### config.mk
export PLATFORM = sky130hd
export DESIGN_NAME = crps_ctrl
export DESIGN_NICKNAME = d
export VERILOG_FILES = /design/src/crps_pkg.sv /design/src/crps_ctrl.sv
export SDC_FILE = /design/constraint.sdc
export NUM_CORES = 1
export LEC_CHECK = 0
export ABC_CLOCK_PERIOD_IN_PS = 2600
export BUFFER_PORTS_ARGS = -buffer_cell sky130_fd_sc_hd__buf_4
export CAP_MARGIN = 20
export CORE_ASPECT_RATIO = 0.75
export CORE_MARGIN = 4
export CORE_UTILIZATION = 53
export CTS_CLUSTER_SIZE = 25
export DETAILED_ROUTE_END_ITERATION = 8
export GPL_TIMING_DRIVEN = 0
export PLACE_DENSITY = 0.81
export SLEW_MARGIN = 40
export SYNTH_ARGS = -nofsm -noshare
export SYNTH_HDL_FRONTEND = slang
export SYNTH_SLANG_ARGS = --single-unit
export TNS_END_PERCENT = 30
### constraint.sdc
create_clock -name clk_i -period 2.6 [get_ports clk_i]
set_clock_uncertainty 0.2 [all_clocks]
set_input_delay 0.52 -clock clk_i [delete_from_list [all_inputs] [get_ports clk_i]]
set_output_delay 0.52 -clock clk_i [all_outputs]
set_load 0.1 [all_outputs]
### src/crps_pkg.sv
// ----------------------------------------------------------------------------
// crps_pkg: shared types and constants of the Catmull-Rom path smoother
// Holds the basis weight format, the point selection codes, the controller
// state encoding and the command and status groups between the two units.
// ----------------------------------------------------------------------------
`default_nettype none

package crps_pkg;

  // Basis weights carry 15 fraction bits and span [-1, 1].
  localparam int unsigned WFRAC    = 15;
  localparam int unsigned WEIGHT_W = WFRAC + 2;

  typedef logic signed [WEIGHT_W-1:0] weight_t;

  // Which stored points feed the four basis taps.
  typedef enum logic [2:0] {
    SEL_A2  = 3'd0,  // first segment of a path: h1, h1, h0, cur
    SEL_A3  = 3'd1,  // interior segment: h2, h1, h0, cur
    SEL_B   = 3'd2,  // closing segment: h1, h0, cur, cur
    SEL_H0  = 3'd3,  // pass-through of the stored point
    SEL_CUR = 3'd4   // pass-through of the current point
  } sel_e;

  // Controller states, one-hot.
  typedef enum logic [2:0] {
    ST_IDLE  = 3'b001,
    ST_SEG   = 3'b010,
    ST_DRAIN = 3'b100
  } state_e;

  // Commands from the controller to the datapath.
  typedef struct packed {
    logic load;   // capture the incoming point
    logic issue;  // start one sample into the pipeline
    logic last;   // the issued sample is the last one for this point
    sel_e sel;    // tap selection for the issued sample
    logic shift;  // push the current point into the history
  } cmd_t;

  // Status from the datapath to the controller.
  typedef struct packed {
    logic out_en;     // the pipeline advances this cycle
    logic pipe_busy;  // a sample is still inside the arithmetic stages
  } sts_t;

endpackage

`default_nettype wire

### src/crps_ctrl.sv
// ----------------------------------------------------------------------------
// crps_ctrl: sample sequencer
// Counts the points of the current path, decides which segments a point
// produces and walks the sample index, one sample per cycle unless stalled.
// ----------------------------------------------------------------------------
`default_nettype none

module crps_ctrl #(
  parameter int unsigned SAMPLES = 20
) (
  input  wire logic                               clk_i,
  input  wire logic                               rst_ni,
  input  wire logic                               in_valid_i,
  input  wire logic                               path_end_i,
  output      logic                               in_ready_o,
  input  wire crps_pkg::sts_t                     sts_i,
  output      crps_pkg::cmd_t                     cmd_o,
  output      logic [$clog2(SAMPLES+1)-1:0]       s_idx_o
);

  localparam int unsigned SW = $clog2(SAMPLES + 1);
  localparam logic [SW-1:0] S_LAST = SW'(SAMPLES);
  localparam logic [SW-1:0] S_ONE  = SW'(1);

  crps_pkg::state_e state_q, state_d;
  logic [1:0]       seen_q, seen_d;
  crps_pkg::sel_e   sel_q, sel_d, sel2_q, sel2_d;
  logic [SW-1:0]    s_q, s_d, s_end_q, s_end_d;
  logic [SW-1:0]    s2_first_q, s2_first_d, s2_end_q, s2_end_d;
  logic             two_q, two_d, end_q, end_d;

  // Next-state and command decode.
  always_comb begin
    state_d    = state_q;
    seen_d     = seen_q;
    sel_d      = sel_q;
    sel2_d     = sel2_q;
    s_d        = s_q;
    s_end_d    = s_end_q;
    s2_first_d = s2_first_q;
    s2_end_d   = s2_end_q;
    two_d      = two_q;
    end_d      = end_q;
    in_ready_o = 1'b0;
    cmd_o      = '0;
    cmd_o.sel  = sel_q;

    unique case (state_q)
      crps_pkg::ST_IDLE: begin
        in_ready_o = 1'b1;
        if (in_valid_i) begin
          cmd_o.load = 1'b1;
          end_d      = path_end_i;
          seen_d     = path_end_i ? 2'd0 : ((seen_q == 2'd3) ? 2'd3 : seen_q + 2'd1);
          // Defaults: a regular segment, and the closing one at a path end.
          sel2_d     = crps_pkg::SEL_B;
          s2_first_d = S_ONE;
          s2_end_d   = S_LAST;
          two_d      = path_end_i;
          s_d        = S_ONE;
          s_end_d    = S_LAST;
          state_d    = crps_pkg::ST_SEG;
          unique case (seen_q)
            2'd0: begin
              // A lone point passes through; otherwise it is only stored.
              sel_d   = crps_pkg::SEL_CUR;
              s_d     = '0;
              s_end_d = '0;
              two_d   = 1'b0;
              if (!path_end_i) begin
                state_d = crps_pkg::ST_DRAIN;
              end
            end
            2'd1: begin
              // A two-point path returns both points unchanged.
              sel_d      = crps_pkg::SEL_H0;
              s_d        = '0;
              s_end_d    = '0;
              sel2_d     = crps_pkg::SEL_CUR;
              s2_first_d = '0;
              s2_end_d   = '0;
              if (!path_end_i) begin
                state_d = crps_pkg::ST_DRAIN;
              end
            end
            2'd2: begin
              // The first segment of a path also emits its start point.
              sel_d = crps_pkg::SEL_A2;
              s_d   = '0;
            end
            default: begin
              sel_d = crps_pkg::SEL_A3;
            end
          endcase
        end
      end

      crps_pkg::ST_SEG: begin
        if (sts_i.out_en) begin
          cmd_o.issue = 1'b1;
          cmd_o.last  = (s_q == s_end_q) && !two_q;
          if (s_q == s_end_q) begin
            if (two_q) begin
              sel_d   = sel2_q;
              s_d     = s2_first_q;
              s_end_d = s2_end_q;
              two_d   = 1'b0;
            end else begin
              state_d = crps_pkg::ST_DRAIN;
            end
          end else begin
            s_d = s_q + S_ONE;
          end
        end
      end

      crps_pkg::ST_DRAIN: begin
        // Wait until every sample has left the arithmetic stages.
        if (!sts_i.pipe_busy) begin
          cmd_o.shift = !end_q;
          state_d     = crps_pkg::ST_IDLE;
        end
      end

      default: begin
        state_d = crps_pkg::ST_IDLE;
      end
    endcase
  end

  assign s_idx_o = s_q;

  // Controller registers.
  always_ff @(posedge clk_i or negedge rst_ni) begin
    if (!rst_ni) begin
      state_q    <= crps_pkg::ST_IDLE;
      seen_q     <= '0;
      sel_q      <= crps_pkg::SEL_CUR;
      sel2_q     <= crps_pkg::SEL_CUR;
      s_q        <= '0;
      s_end_q    <= '0;
      s2_first_q <= '0;
      s2_end_q   <= '0;
      two_q      <= 1'b0;
      end_q      <= 1'b0;
    end else begin
      state_q    <= state_d;
      seen_q     <= seen_d;
      sel_q      <= sel_d;
      sel2_q     <= sel2_d;
      s_q        <= s_d;
      s_end_q    <= s_end_d;
      s2_first_q <= s2_first_d;
      s2_end_q   <= s2_end_d;
      two_q      <= two_d;
      end_q      <= end_d;
    end
  end

endmodule

`default_nettype wire

==> impl_metrics.csv <==
group,metric,value,unit
cells_and_area,post-route-util,0.708,
detailed_routing,drt-pass1-iter-count,4,
sta,hold_ws,0.205,ns
setup_path,startpoint_type,"flop",
setup_path,ff2ff_path_depth,8,
synthesis,yosys.area_share.adder,0.0256,
power_and_ir_drop,p_comb_frac,0.576,
floorplan,die_width,57.6,um
detailed_routing,vias,884,
synthesis,synth_seq_cells,18,
synthesis,synth_top_family_by_area,"simple AND/OR/NAND/NOR gates",
detailed_routing,drt_iter0_drc,33,
clock_tree,clkTransAtPathRegs,0.10,ns
sta,fin_crit_sh,0.990,
synthesis,synth-compound-area-share,0.205,
sta,hold_viol,0,
detailed_routing,avgRoutedWirePerCell,14.8,um
detailed_routing,drt-vias-per-instance,5.82,
setup_path,critPathArrivalTime,1.85,ns
setup_path,slowest_delay,0.45,ns
sta,tightest_slew,0.450,ns
setup_path,cp_data_required_time,1.88,ns
synthesis,synth_cell_types,34,
synthesis,synthCells,107,
synthesis,synth_area_leaders,"dfrtp_1 38%, dfstp_2 8.1%, nand2_1 6.5%",
cells_and_area,final_layout_size_suffix_gt1_frac,0.308,
sta,maxSlewHeadroom,0.700,
power_and_ir_drop,power.density,1310,mW/mm^2
setup_path,critPathTopFamily,"flip-flops",
placed_design,io_buffers,18,
floorplan,die_y,45.2,um
power_and_ir_drop,intPower,740,uW
grt,overflow,0,
setup_path,critPathBufInv,2,
synthesis,avgSynthCellArea,9.12,um^2
sta,finalMaxSlewViolations,0,
setup_path,cp-end-kind,"primary output",
floorplan,die_area,0.00260,mm^2
cells_and_area,antennaDiodeCount,0,
setup_path,cp_cell_sequence,"inv_1, ha_1, nor2b_1, o21ai_2, nor3b_4, buf_12",
power_and_ir_drop,power.switching,872,uW
sta,tns,0,ns
clock_tree,htree_levels,1,
clock_tree,cts_tree,"yes",
synthesis,yosys_warnings,0,
clock_tree,clk_latency,0.30,ns
cells_and_area,fill_cells,143,
synthesis,ys_seq_area_frac,0.465,
setup_path,critPathMaxFanout,8,
floorplan,initial_core_util,0.561,
detailed_routing,finalWirelength,2250,um
setup_path,cp_slowest_cell,"dfrtp_2",
synthesis,synthesis.area,976,um^2
cells_and_area,areaGrowthSynthToFinish,26.3,%
clock_tree,cts_buffer_depth,2,
sta,rsz0062_at_grt,"yes",
status,status,"completed",
floorplan,rows,13,
worst_hold_path,min_path_cells,2,
power_and_ir_drop,p_sw_frac,0.541,
floorplan,core,0.00174,mm^2
placed_design,gp_congestion,0.755,
placed_design,dp_hpwl,1580,um
grt,grt_usage,0.200,
floorplan,pin_count,19,
power_and_ir_drop,cellLeakagePower,0.000561,uW
grt,grt_start_max_net_pins,19,
power_and_ir_drop,seqPwrFrac,0.313,
cells_and_area,nNetsFinal,139,
grt,grt_antenna_before_repair,0,
setup_path,worst-setup-path-type,"reg2out",
detailed_routing,drc_errors,0,
clock_tree,clock_sinks,18,
job,cap_viol_max_count,0,
synthesis,syn_nets,115,
sta,period_minus_slack,2.57,ns
synthesis,synthXorXnorAreaFrac,0,
synthesis,synth_area_leader_cell,"dfrtp_1",
cells_and_area,multi_input_area,505,um^2
power_and_ir_drop,clock_power_share,0.110,
sta,max_freq,389,MHz
detailed_routing,postRouteAntennaNets,0,
clock_tree,cts_made_buffers,3,
grt,grt_pass1_vias,846,
cells_and_area,seqCellArea,455,um^2
grt,grt_pass1_wl,3880,um
synthesis,synth_top_cell_area_share,0.385,
clock_tree,cts-root-buf,"clkbuf_4",
setup_path,cp.depth,6,
power_and_ir_drop,ir_drop,0.749,mV
synthesis,synth-simple-area-share,0.238,
sta,finalSetupViolCount,0,
synthesis,muxShareOfSynthArea,0.0269,
setup_path,regToRegSetupSlack,0.27,ns
worst_hold_path,worst_hold_path_type,"in2reg",
state kept, by name (all words and copies together) (netlist names):
register / cells
sel2_q: 2
end_q: 1
s_end_q: 1
two_q: 1
s_idx_o: 5
sel_q: 3
state_q: 3
seen_q: 2
worst paths after layout:
path / endpoint / start
min reg2reg: sel2_q[2] / sel2_q[2]
max in group asynchronous: sel_q[2] / rst_ni
min in group asynchronous: state_q[1] / rst_ni
max: cmd_o[4] / s_idx_o[0]
min: seen_q[1] / path_end_i
max reg2reg: s_idx_o[0] / state_q[0]
cells in the mapped netlist:
| library cell | number |
|---|---|
| a2111oi_2 | 1 |
| a211o_1 | 1 |
| a21oi_1 | 5 |
| a31o_2 | 1 |
| a31oi_1 | 2 |
| and2_0 | 1 |
| and2_1 | 1 |
| and3_1 | 3 |
| buf_6 | 1 |
| clkbuf_1 | 2 |
| dfrtp_1 | 15 |
| dfstp_2 | 3 |
| ha_1 | 2 |
| inv_1 | 3 |
| inv_2 | 2 |
| mux2_2 | 1 |
| mux2_4 | 1 |
| nand2_1 | 17 |
| nand2b_1 | 1 |
| nand3_1 | 4 |
| nand4_1 | 1 |
| nor2_1 | 10 |
| nor2b_1 | 2 |
| nor3_1 | 4 |
| nor3b_1 | 1 |
| nor3b_2 | 1 |
| nor4_1 | 1 |
| o21a_1 | 2 |
| o21ai_0 | 11 |
| o21ai_1 | 1 |
| o221a_2 | 1 |
| o31ai_1 | 3 |
| o31ai_4 | 1 |
| or3b_1 | 1 |
power groups by stage:
stage          Sequential (uW)  Combinational [uW]  Clock [uW]
2_1_floorplan              689                 527           0
3_3_place_gp               495                 891           0
4_1_cts                    500                 928         181
5_1_grt                    525                 991         199
3_5_place_dp               499                 906           0
6_report                   505                 929         178
routing by layer:
layer	share of wire	GRT usage	vias to the layer above
met5	0	0	-
met4	0.012	0.0833	0
met3	0.068	0.0686	5
met2	0.48	0.322	33
met1	0.44	0.249	421
li1	-	-	425
layout make-up:
| type | count | share of cell area |
|---|---|---|
| multi-input combinational | 81 | 0.410 |
| sequential | 18 | 0.370 |
| timing repair buffer | 20 | 0.140 |
| clock buffer | 4 | 0.0294 |
| tap | 22 | 0.0223 |
| inverter | 5 | 0.0152 |
| buffer | 2 | 0.0132 |
per-stage QoR:
stage / area (um^2) / worst slack (ns) / power (uW) / instances
after floorplan: 991 / -0.481 / 1220 / 107
after global placement: 1150 / 0.144 / 1390 / 147
after detailed placement: 1150 / 0.106 / 1400 / 147
after CTS: 1220 / 0.00349 / 1610 / 153
after global routing: 1230 / -0.104 / 1720 / 152
final: 1230 / 0.0260 / 1610 / 152
worst register-to-register path: cells and delay by family (launching register included):
| kind | cells | cell delay [ns] |
|---|---|---|
| AOI/OAI and AO/OA | 3 | 0.64 |
| buffers and inverters | 2 | 0.34 |
| DFF | 1 | 0.61 |
| muxes | 1 | 0.22 |
| and+or+nand+nor | 2 | 0.27 |
cell families (layout without fill, tap and decap cells):
group | after synthesis | after routing
adder cells (fa/ha/maj) | 2 | 2
buffers and inverters | 8 | 31
AO/OA/AOI/OAI | 29 | 29
flip-flops | 18 | 18
multiplexers | 2 | 2
AND/OR/NAND/NOR | 48 | 48
what timing repair did:
action	in CTS	in global routing
hold buffers	1	0
setup buffers	1	0
pin swaps	1	0
setup endpoints to repair	3	2
gates resized for setup	4	3
endpoints found under the hold margin	15	0
cell usage in the layout, fill, tap and decap left out, types with 3 or more instances in the layout:
| cell | synthesis | final |
|---|---|---|
| a21oi_1 | 5 | 5 |
| and3_1 | 3 | 3 |
| buf_4 | 0 | 17 |
| clkbuf_4 | 0 | 3 |
| dfrtp_1 | 15 | 14 |
| dfstp_2 | 3 | 3 |
| inv_1 | 3 | 3 |
| nand2_1 | 17 | 17 |
| nand3_1 | 4 | 4 |
| nor2_1 | 10 | 10 |
| nor3_1 | 4 | 4 |
| o21ai_0 | 11 | 11 |
| o31ai_1 | 3 | 3 |
Power figures use the tool's default switching activity.
